<file path="config.mk">
export PLATFORM = sky130hd
export DESIGN_NAME = moisture_pump_controller_top
export DESIGN_NICKNAME = d
export VERILOG_FILES = /design/src/rtl/mpc_pkg.sv /design/src/rtl/mpc_sense.sv /design/src/rtl/moisture_pump_controller_top.sv
export SDC_FILE = /design/constraint.sdc
export NUM_CORES = 1
export LEC_CHECK = 0
export ABC_AREA = 1
export BUFFER_PORTS_ARGS = -buffer_cell sky130_fd_sc_hd__buf_4
export CORE_MARGIN = 3
export CORE_UTILIZATION = 60
export CTS_CLUSTER_DIAMETER = 120
export CTS_CLUSTER_SIZE = 30
export DETAILED_ROUTE_END_ITERATION = 12
export PLACE_DENSITY = 0.73
export SYNTH_ARGS = -nofsm -noshare
export SYNTH_HDL_FRONTEND = slang
export SYNTH_HIERARCHICAL = 1
export SYNTH_SLANG_ARGS = --single-unit
</file>
<file path="constraint.sdc">
create_clock -name i_clk -period 17.4 [get_ports i_clk]
set_clock_uncertainty 0.2 [all_clocks]
set_input_delay 2.61 -clock i_clk [delete_from_list [all_inputs] [get_ports i_clk]]
set_output_delay 2.61 -clock i_clk [all_outputs]
set_load 0.05 [all_outputs]
</file>
<file path="src/rtl/mpc_pkg.sv">
package mpc_pkg;

    // Field and register widths fixed by the interface
    localparam int unsigned DUR_W     = 27;
    localparam int unsigned PCT_W     = 7;
    localparam int unsigned WEIGHT_W  = 9;
    localparam int unsigned CFG_W     = 27;
    localparam int unsigned CFG_IDX_W = 3;

    // Default parameter values
    localparam int unsigned DEF_SAMPLE_BITS = 12;
    localparam int unsigned DEF_TIME_BITS   = 32;

    // Moisture mapping: raw 2700 is bone dry, raw 1100 is soaked.
    // The 1600-count span onto 100 percent is exactly a divide by 16.
    localparam int unsigned DRY_RAW      = 2700;
    localparam int unsigned PCT_SHIFT    = 4;
    localparam int unsigned FULL_PERCENT = 100;
    localparam int unsigned WEIGHT_FULL  = 256;

    // Register reset values
    localparam logic [CFG_W-1:0]    RST_PUMP_TIME  = CFG_W'(7000);
    localparam logic [CFG_W-1:0]    RST_CHECK_INT  = CFG_W'(60000 * 20);
    localparam logic [PCT_W-1:0]    RST_DRY_THR    = PCT_W'(40);
    localparam logic [WEIGHT_W-1:0] RST_WEIGHT     = WEIGHT_W'(26);

    typedef enum logic [CFG_IDX_W-1:0] {
        CFG_NIGHT     = 3'd0,
        CFG_AUTO      = 3'd1,
        CFG_PUMP_TIME = 3'd2,
        CFG_CHECK_INT = 3'd3,
        CFG_DRY_THR   = 3'd4,
        CFG_WEIGHT    = 3'd5
    } t_cfg_idx;

    typedef enum logic [1:0] {
        EV_STOP    = 2'd0,
        EV_START   = 2'd1,
        EV_MISSING = 2'd2
    } t_event;

    typedef enum logic {
        PH_MAIN  = 1'b0,
        PH_CHECK = 1'b1
    } t_phase;

    typedef enum logic {
        CMD_TICK    = 1'b0,
        CMD_REQUEST = 1'b1
    } t_cmd;

endpackage

</file>
<file path="src/rtl/mpc_sense.sv">
module mpc_sense #(
    parameter int unsigned SAMPLE_BITS = mpc_pkg::DEF_SAMPLE_BITS
) (
    input  logic [mpc_pkg::WEIGHT_W-1:0] i_weight,
    input  logic [SAMPLE_BITS-1:0]       i_sample,
    input  logic [SAMPLE_BITS+7:0]       i_level,
    output logic [SAMPLE_BITS+7:0]       o_level,
    output logic [mpc_pkg::PCT_W-1:0]    o_percent
);
    import mpc_pkg::*;

    localparam int unsigned LVL_W = SAMPLE_BITS + 8;
    localparam int unsigned NEW_W = LVL_W + 1;
    localparam int unsigned OLD_W = LVL_W + WEIGHT_W;
    localparam int unsigned D_W   = ((SAMPLE_BITS > 12) ? SAMPLE_BITS : 12) + 1;

    logic [WEIGHT_W-1:0]    w;
    logic [WEIGHT_W-1:0]    wc;
    logic [NEW_W-1:0]       p_new;
    logic [OLD_W-1:0]       p_old;
    logic [NEW_W-1:0]       sum;
    logic [D_W-1:0]         xe;
    logic [D_W-1:0]         d;
    logic [D_W-1:0]         q;

    // Q8 exponential average; weight times sample is already in Q8, so the new-sample term needs no shift
    assign w     = (i_weight > WEIGHT_W'(WEIGHT_FULL)) ? WEIGHT_W'(WEIGHT_FULL) : i_weight;
    assign wc    = WEIGHT_W'(WEIGHT_FULL) - w;
    assign p_new = NEW_W'(w) * NEW_W'(i_sample);
    assign p_old = OLD_W'(wc) * OLD_W'(i_level);
    assign sum   = p_new + NEW_W'(p_old >> 8);
    assign o_level = sum[LVL_W-1:0];

    // Map the integer part onto percent, truncate, clamp
    assign xe = D_W'(o_level[LVL_W-1:8]);
    assign d  = D_W'(DRY_RAW) - xe;
    assign q  = d >> PCT_SHIFT;

    always_comb begin
        if (xe >= D_W'(DRY_RAW)) begin
            o_percent = '0;
        end else if (q > D_W'(FULL_PERCENT)) begin
            o_percent = PCT_W'(FULL_PERCENT);
        end else begin
            o_percent = q[PCT_W-1:0];
        end
    end

endmodule

</file>
<file path="src/rtl/moisture_pump_controller_top.sv">
// An accepted request beat or plain tick is registered in the input slot, its result beat
//   in the result slots at commit; a tick that runs a moisture check goes through a main
//   phase (sensor read), then a check phase (decision). Throughput: one item per cycle
//   outside checks; the output pair of result slots must drain before the next item commits.
// Reset (i_rst_n low, synchronous): registers take their default values, clock,
//   deadlines, pump and smoothed level clear, and both stream sides go empty.
module moisture_pump_controller_top #(
    parameter int unsigned SAMPLE_BITS = mpc_pkg::DEF_SAMPLE_BITS,
    parameter int unsigned TIME_BITS   = mpc_pkg::DEF_TIME_BITS
) (
    input  logic                                  i_clk,
    input  logic                                  i_rst_n,
    // configuration write port
    input  logic                                  i_cfg_we,
    input  logic [mpc_pkg::CFG_IDX_W-1:0]         i_cfg_idx,
    input  logic [mpc_pkg::CFG_W-1:0]             i_cfg_data,
    // input stream
    input  logic                                  s_axis_tvalid,
    output logic                                  s_axis_tready,
    // tdata, low bit up: moisture_sample, water_missing, pump_duration
    input  logic [((SAMPLE_BITS+28+7)/8)*8-1:0]   s_axis_tdata,
    // tuser: command
    input  logic                                  s_axis_tuser,
    // result stream
    output logic                                  m_axis_tvalid,
    input  logic                                  m_axis_tready,
    // tdata, low bit up: moisture_percent, pump_running
    output logic [7:0]                            m_axis_tdata,
    // tuser: event_res
    output logic [1:0]                            m_axis_tuser,
    output logic                                  m_axis_tlast
);
    import mpc_pkg::*;

    localparam int unsigned LVL_W = SAMPLE_BITS + 8;
    localparam int unsigned SUM_W = ((TIME_BITS > DUR_W) ? TIME_BITS : DUR_W) + 1;

    // Saturating time add: any carry past the clock width pins at all ones
    function automatic logic [TIME_BITS-1:0] sat_add(
        input logic [TIME_BITS-1:0] a,
        input logic [DUR_W-1:0]     b
    );
        logic [SUM_W-1:0] s;
        s = SUM_W'(a) + SUM_W'(b);
        if (s[SUM_W-1:TIME_BITS] != '0) begin
            return '1;
        end
        return s[TIME_BITS-1:0];
    endfunction

    // ---------------------------------------------------------------------
    // Configuration registers
    // ---------------------------------------------------------------------
    logic                r_night;
    logic                r_auto;
    logic [DUR_W-1:0]    r_pump_time;
    logic [DUR_W-1:0]    r_check_int;
    logic [PCT_W-1:0]    r_dry_thr;
    logic [WEIGHT_W-1:0] r_weight;

    always_ff @(posedge i_clk) begin
        if (!i_rst_n) begin
            r_night     <= 1'b0;
            r_auto      <= 1'b1;
            r_pump_time <= RST_PUMP_TIME;
            r_check_int <= RST_CHECK_INT;
            r_dry_thr   <= RST_DRY_THR;
            r_weight    <= RST_WEIGHT;
        end else if (i_cfg_we) begin
            unique case (i_cfg_idx)
                CFG_NIGHT:     r_night     <= i_cfg_data[0];
                CFG_AUTO:      r_auto      <= i_cfg_data[0];
                CFG_PUMP_TIME: r_pump_time <= i_cfg_data[DUR_W-1:0];
                CFG_CHECK_INT: r_check_int <= i_cfg_data[DUR_W-1:0];
                CFG_DRY_THR:   r_dry_thr   <= i_cfg_data[PCT_W-1:0];
                CFG_WEIGHT:    r_weight    <= i_cfg_data[WEIGHT_W-1:0];
                default: ; // ignore writes past the register list
            endcase
        end
    end

    // ---------------------------------------------------------------------
    // Input register: holds one beat while the sequencer works on it
    // ---------------------------------------------------------------------
    logic                   r_in_valid;
    t_cmd                   r_in_cmd;
    logic [SAMPLE_BITS-1:0] r_in_sample;
    logic                   r_in_missing;
    logic [DUR_W-1:0]       r_in_dur;
    logic                   done;

    // Take a new beat whenever the slot is empty or its item retires now
    assign s_axis_tready = !r_in_valid || done;

    always_ff @(posedge i_clk) begin
        if (!i_rst_n) begin
            r_in_valid <= 1'b0;
        end else if (s_axis_tready) begin
            r_in_valid <= s_axis_tvalid;
        end
    end

    always_ff @(posedge i_clk) begin
        if (s_axis_tvalid && s_axis_tready) begin
            r_in_cmd     <= t_cmd'(s_axis_tuser);
            r_in_sample  <= s_axis_tdata[SAMPLE_BITS-1:0];
            r_in_missing <= s_axis_tdata[SAMPLE_BITS];
            r_in_dur     <= s_axis_tdata[SAMPLE_BITS+DUR_W:SAMPLE_BITS+1];
        end
    end

    // ---------------------------------------------------------------------
    // Controller state
    // ---------------------------------------------------------------------
    logic [TIME_BITS-1:0] r_now;
    logic [TIME_BITS-1:0] r_pump_dl;
    logic [TIME_BITS-1:0] r_check_dl;
    logic                 r_pump_on;
    logic [LVL_W-1:0]     r_level;
    logic [PCT_W-1:0]     r_moist;
    t_phase               r_phase;
    logic                 r_stopped;   // the main phase already stopped the pump

    // Sensor path: one read per cycle from the current smoothed level
    logic [LVL_W-1:0] sense_level;
    logic [PCT_W-1:0] sense_pct;

    mpc_sense #(
        .SAMPLE_BITS(SAMPLE_BITS)
    ) u_sense (
        .i_weight  (r_weight),
        .i_sample  (r_in_sample),
        .i_level   (r_level),
        .o_level   (sense_level),
        .o_percent (sense_pct)
    );

    // ---------------------------------------------------------------------
    // Result slots: slot 0 is on the bus, slot 1 waits behind it
    // ---------------------------------------------------------------------
    logic [1:0]       r_oc;
    t_event           r_out_ev   [2];
    logic [PCT_W-1:0] r_out_pct  [2];
    logic             r_out_run  [2];
    logic             r_out_last [2];

    logic pop;
    logic can_push;
    logic go;

    assign pop      = (r_oc != 2'd0) && m_axis_tready;
    // Commit an item only into slots that are empty after this cycle's beat
    assign can_push = (r_oc == 2'd0) || ((r_oc == 2'd1) && pop);
    assign go       = r_in_valid && can_push;

    // ---------------------------------------------------------------------
    // Per-item decision logic
    // ---------------------------------------------------------------------
    logic [TIME_BITS-1:0] now_inc;
    logic                 stop;
    logic                 chk;
    logic                 dry;
    logic                 start_ok;
    t_event               start_ev;
    logic                 start_run;

    logic [TIME_BITS-1:0] n_now;
    logic [TIME_BITS-1:0] n_pump_dl;
    logic [TIME_BITS-1:0] n_check_dl;
    logic                 n_pump_on;
    logic [LVL_W-1:0]     n_level;
    logic [PCT_W-1:0]     n_moist;
    t_phase               n_phase;
    logic                 n_stopped;

    logic [1:0]           npush;
    t_event               res_ev   [2];
    logic [PCT_W-1:0]     res_pct  [2];
    logic                 res_run  [2];
    logic                 res_last [2];

    assign now_inc  = sat_add(r_now, DUR_W'(1));
    assign stop     = r_pump_on && (r_pump_dl < now_inc);
    assign chk      = !r_night && r_auto && (now_inc > r_check_dl);
    assign dry      = sense_pct < r_dry_thr;
    assign start_ok = !r_in_missing;
    assign start_ev = start_ok ? EV_START : EV_MISSING;
    // a missing-water report leaves the pump as it was
    assign start_run = start_ok ? 1'b1 : r_pump_on;

    // Retire the item unless a tick still owes its check phase
    assign done = go && ((r_phase == PH_CHECK) || (r_in_cmd == CMD_REQUEST) || !chk);

    // Phase sequencing: a checking tick moves from the main phase to the check phase, and back on commit
    always_comb begin
        n_phase = r_phase;
        if (go) begin
            unique case (r_phase)
                PH_MAIN: begin
                    if ((r_in_cmd == CMD_TICK) && chk) begin
                        n_phase = PH_CHECK;
                    end
                end
                PH_CHECK: begin
                    n_phase = PH_MAIN;
                end
                default: ;
            endcase
        end
    end

    always_comb begin
        n_now      = r_now;
        n_pump_dl  = r_pump_dl;
        n_check_dl = r_check_dl;
        n_pump_on  = r_pump_on;
        n_level    = r_level;
        n_moist    = r_moist;
        n_stopped  = r_stopped;
        npush      = 2'd0;
        for (int k = 0; k < 2; k++) begin
            res_ev[k]   = EV_STOP;
            res_pct[k]  = r_moist;
            res_run[k]  = 1'b0;
            res_last[k] = 1'b0;
        end

        if (go) begin
            unique case (r_phase)
                PH_MAIN: begin
                    if (r_in_cmd == CMD_REQUEST) begin
                        // manual request: restart the deadline from now
                        if (start_ok) begin
                            n_pump_on = 1'b1;
                            n_pump_dl = sat_add(r_now, r_in_dur);
                        end
                        npush       = 2'd1;
                        res_ev[0]   = start_ev;
                        res_run[0]  = start_run;
                        res_last[0] = 1'b1;
                    end else begin
                        n_now = now_inc;
                        if (stop) begin
                            n_pump_on = 1'b0;
                            n_level   = sense_level;
                            n_moist   = sense_pct;
                        end
                        if (chk) begin
                            // hold the stop result until the check decides
                            n_check_dl = sat_add(now_inc, r_check_int);
                            n_stopped  = stop;
                        end else if (stop) begin
                            npush       = 2'd1;
                            res_ev[0]   = EV_STOP;
                            res_pct[0]  = sense_pct;
                            res_run[0]  = 1'b0;
                            res_last[0] = 1'b1;
                        end
                    end
                end
                PH_CHECK: begin
                    // second sensor read of the same sample, then decide
                    n_level = sense_level;
                    n_moist = sense_pct;
                    if (dry && start_ok) begin
                        n_pump_on = 1'b1;
                        n_pump_dl = sat_add(r_now, r_pump_time);
                    end
                    if (r_stopped) begin
                        res_ev[0]   = EV_STOP;
                        res_pct[0]  = r_moist;
                        res_run[0]  = 1'b0;
                        res_last[0] = !dry;
                        res_ev[1]   = start_ev;
                        res_pct[1]  = sense_pct;
                        res_run[1]  = start_run;
                        res_last[1] = 1'b1;
                        npush       = dry ? 2'd2 : 2'd1;
                    end else begin
                        res_ev[0]   = start_ev;
                        res_pct[0]  = sense_pct;
                        res_run[0]  = start_run;
                        res_last[0] = 1'b1;
                        npush       = dry ? 2'd1 : 2'd0;
                    end
                end
                default: ;
            endcase
        end
    end

    always_ff @(posedge i_clk) begin
        if (!i_rst_n) begin
            r_now      <= '0;
            r_pump_dl  <= '0;
            r_check_dl <= '0;
            r_pump_on  <= 1'b0;
            r_level    <= '0;
            r_moist    <= '0;
            r_phase    <= PH_MAIN;
            r_stopped  <= 1'b0;
        end else begin
            r_now      <= n_now;
            r_pump_dl  <= n_pump_dl;
            r_check_dl <= n_check_dl;
            r_pump_on  <= n_pump_on;
            r_level    <= n_level;
            r_moist    <= n_moist;
            r_phase    <= n_phase;
            r_stopped  <= n_stopped;
        end
    end

    // Slot count: a commit refills from empty, otherwise advance on a beat
    always_ff @(posedge i_clk) begin
        if (!i_rst_n) begin
            r_oc <= 2'd0;
        end else if (go) begin
            r_oc <= npush;
        end else if (pop) begin
            r_oc <= r_oc - 2'd1;
        end
    end

    always_ff @(posedge i_clk) begin
        if (go) begin
            for (int k = 0; k < 2; k++) begin
                r_out_ev[k]   <= res_ev[k];
                r_out_pct[k]  <= res_pct[k];
                r_out_run[k]  <= res_run[k];
                r_out_last[k] <= res_last[k];
            end
        end else if (pop) begin
            r_out_ev[0]   <= r_out_ev[1];
            r_out_pct[0]  <= r_out_pct[1];
            r_out_run[0]  <= r_out_run[1];
            r_out_last[0] <= r_out_last[1];
        end
    end

    assign m_axis_tvalid = (r_oc != 2'd0);
    assign m_axis_tdata  = {r_out_run[0], r_out_pct[0]};
    assign m_axis_tuser  = r_out_ev[0];
    assign m_axis_tlast  = r_out_last[0];

endmodule
</file>
==> results_dict.tcl <==
set metrics [dict create \
    synthDominantCellAreaShare 0.1580 \
    place_inst 4332 \
    grt_antenna_before_repair 0 \
    cp-end-kind "flip-flop" \
    post_synth_num_cell_types 56 \
    synth.mux.area_fraction 0 \
    run_status "finished clean" \
    period_share 0.7394 \
    tritoncts "done" \
    vias 24820 \
    power_switching_share 0.5158 \
    power_switching_mw 1.622 \
    post_synth_fa_ha_maj_area_fraction 0.2712 \
    combinationalPowerShare 0.618 \
    synth_area_in_xor_xnor 0.03728 \
    detailed_route_wl_um 80800 \
    post_synth_edffs 63 \
    crit_path_start_kind "flip-flop" \
    synthTopCellsByArea "fa_1, dfxtp_1, ha_1" \
    hold_start "r_dry_thr[6]$_SDFFE_PN0P_" \
    initial_core_util 0.6088 \
    die_y_um 218.1 \
    leakage_nw 14.36 \
    clkPwrFrac 0.127 \
    final_hold_viol_count 0 \
    final_nets 4289 \
    cts_repair_resize_count 0 \
    timing.setup.tns_ps 0 \
    htree_levels 1 \
    synth_async_sr_flop_share 0 \
    number_of_buffers_and_inverters_on_the_critical_path 10 \
    detailed_place_hpwl_um 65730 \
    syn_inst 3730 \
    postCtsSetupRepairBufs 0 \
    worst_path_max_delay_cell "dfxtp_1" \
    post-synth-top-area-cell "fa_1" \
    detail_route.first_pass.iterations 5 \
    avgViaCountPerCell 5.701 \
    p_total_mw 3.144 \
    r2r_start "r_weight[8]$_SDFFE_PN0P_" \
    fp.dieArea_mm2 0.04755 \
    syn2layout_area_growth_pct 5.825 \
    timing.hold.worst_endpoint "r_dry_thr[6]$_SDFFE_PN0P_" \
    fin_hold_ws_ps 275.5 \
    floorplan.die.width_um 218.1 \
    syn-num-nets 4263 \
    timing.fmax_ghz 0.07773 \
    setup_repair_after_global_routing_missed_its_margin "no" \
    critical_path_class "flip-flop to flip-flop" \
    syn-mean-instance-area_um2 7.233 \
    timing_worst_slew_pin_value_ps 1403 \
    complex_gate_fraction_of_the_synthesized_area 0.1360 \
    worst_r2r_path_depth 51 \
    numPortBuffers 88 \
    worstPathArrival_ps 13120 \
    power.share.sequential 0.255 \
    cts_buffer_depth 3 \
    cts.reportedPaths.clkPinSlew_ps 120 \
    number_of_antenna_repair_diodes 0 \
    ys_seq_area_frac 0.2193 \
    p_int_mw 1.522 \
    timing.critical_path.slowest_cell_delay_ps 750 \
    cellPowerDensity_mw_per_mm2 110.1 \
    power.ir.vdd_worst_mv 0.1020 \
    final_period_minus_worst_setup_slack_ps 12870 \
    number_of_global_route_vias_before_repair 24750 \
    synth_top_family_by_area "adder cells" \
    reg2reg_setup_slack_ps 4530 \
    min_delay_path_depth 2 \
    timing.rr.end "r_pump_dl[14]$_SDFFE_PN0P_" \
    instances_no_fill 4354 \
    drt_first_iter_violations 1772 \
    hold_buffers 0 \
    clock_insertion_delay_worst_skew_ps 540 \
    clock_sinks 264 \
    post_synth_instance_area_mm2 0.02698 \
    largest_net_degree_at_the_start_of_global_routing 97 \
    post_drt_wl_per_cell_um 18.56 \
    synthFlopType "dfxtp_1" \
    tritoncts.num_buffers 14 \
    route.detailed.drc 0 \
    critical_path.max_fanout 31 \
    setup-violations-final 0 \
    yosys-top-cells-count "nand2_1, inv_1, nor2_1" \
    antenna_left 0 \
    library_cell_with_the_highest_instance_count_after_synthesis "nand2_1" \
    grt_pass1_wl_um 128300 \
    timing.slew.headroom 0.06142 \
    fill_cell_count 3988 \
    floorplan_core_area_mm2 0.04432 \
    floorplan.io_pins 89 \
    crit_top_cell "nand2_1" \
    drive_gt1_frac 0.06512 \
    routabilityCongestion 0.9973 \
    yosys_register_bits 264 \
    timing.critical_path.max_delay_family "adder cells" \
    min_path_type "flip-flop to flip-flop" \
    synth-simple-area-share 0.2332 \
    timing.max_cap.violations 0 \
    yosys_warnings 6 \
    rows 77 \
    global_route_usage_over_all_layers 0.3385 \
    required_ps 17650 \
    finalMaxSlewViolations 0 \
    clock-root-buffer "clkbuf_16" \
    overflow 0 \
]
[worst max-delay path by stage]
stage	from	to	slack (ps)	depth (start not counted)
floorplan	r_weight[8]$_SDFFE_PN0P_	r_pump_dl[15]$_SDFFE_PN0P_	7830	55
global placement	r_weight[8]$_SDFFE_PN0P_	r_pump_dl[10]$_SDFFE_PN0P_	5130	54
detailed placement	r_weight[8]$_SDFFE_PN0P_	r_pump_dl[9]$_SDFFE_PN0P_	4710	55
CTS	r_weight[8]$_SDFFE_PN0P_	r_pump_dl[14]$_SDFFE_PN0P_	4620	53
global route	r_weight[8]$_SDFFE_PN0P_	r_pump_dl[9]$_SDFFE_PN0P_	3490	55
finish	r_weight[8]$_SDFFE_PN0P_	r_pump_dl[14]$_SDFFE_PN0P_	4530	51
[per-layer routing]
metal / vias up / part of all wire / track usage
met5: - / 0 / 0
met4: 0 / 0.074 / 0.2148
met3: 281 / 0.052 / 0.03455
met2: 881 / 0.49 / 0.6001
met1: 11690 / 0.38 / 0.3910
li1: 11970 / - / -
[power by group through the flow]
stage | Sequential, mW | Combinational (mW) | Clock [mW]
finish | 0.800 | 1.94 | 0.401
global route | 0.807 | 2.17 | 0.431
CTS | 0.798 | 1.93 | 0.412
detailed placement | 0.812 | 1.91 | 0
global placement | 0.809 | 1.88 | 0
floorplan | 0.816 | 1.38 | 0
[worst register-to-register path, delay by kind of cell (launching register included)]
kind	cells	cell delay, ps
DFF	1	750
adders and majority gates	8	3430
and+or+nand+nor	21	3200
buffers and inverters	10	1960
xor gates and xnor gates	2	930
AOI/OAI and AO/OA	10	2330
[metrics by stage]
| stage | cell area (µm²) | util | worst slack, ps |
|---|---|---|---|
| detailed placement | 28090 | 0.6339 | 4712 |
| global placement | 28090 | 0.6339 | 5129 |
| global route | 28550 | 0.6443 | 3491 |
| finish | 28550 | 0.6443 | 4534 |
| floorplan | 26980 | - | 7827 |
| CTS | 28550 | 0.6443 | 4622 |
[kinds of logic (layout without fill, tap and decap cells)]
group | count (synthesis) | in the layout
buffers and inverters | 722 | 754
AOI/OAI and AO/OA | 676 | 676
xor gates and xnor gates | 114 | 114
and+or+nand+nor | 1497 | 1497
DFF | 264 | 264
adders and majority gates | 457 | 457
[state kept, by name (all words and copies together) (netlist names), 7 cells and up]
signal,count
r_in_dur,27
r_check_dl,32
r_level,20
r_moist,7
r_check_int,27
r_out_pct,14
r_in_sample,12
r_dry_thr,7
r_weight,9
r_now,32
r_pump_dl,32
r_pump_time,27
[final cells by class]
cell class                      instances  area (µm²)  share of cell area
Clock inverter                          6       78.83            0.002761
Sequential cell                       264        5916              0.2072
Timing Repair Buffer                  103       773.2             0.02708
Multi-Input combinational cell       2744       18300              0.6410
Inverter                              629        2362             0.08273
Tap cell                              592       740.7             0.02594
Clock buffer                           16       379.1             0.01328
[cell usage in the layout, fill, tap and decap left out, drive strengths merged, types with 2 or more instances in the layout]
cell,count
o21bai,13
a221oi,2
o22ai,21
clkbuf,16
nand4,27
o21a,17
nand3b,4
or2,9
a211oi,7
a21o,7
edfxtp,63
a21boi,6
xnor2,41
nor4,17
nand2,792
inv,628
nor2,454
o2111ai,3
xor2,73
a31oi,7
buf,103
fa,213
a21oi,302
o21ai,272
nor3,32
and2,2
clkinv,7
dfxtp,201
nand3,155
ha,244
or4,2
a22oi,2
o211ai,14
Note: power is estimated with default switching activity, not from simulation.
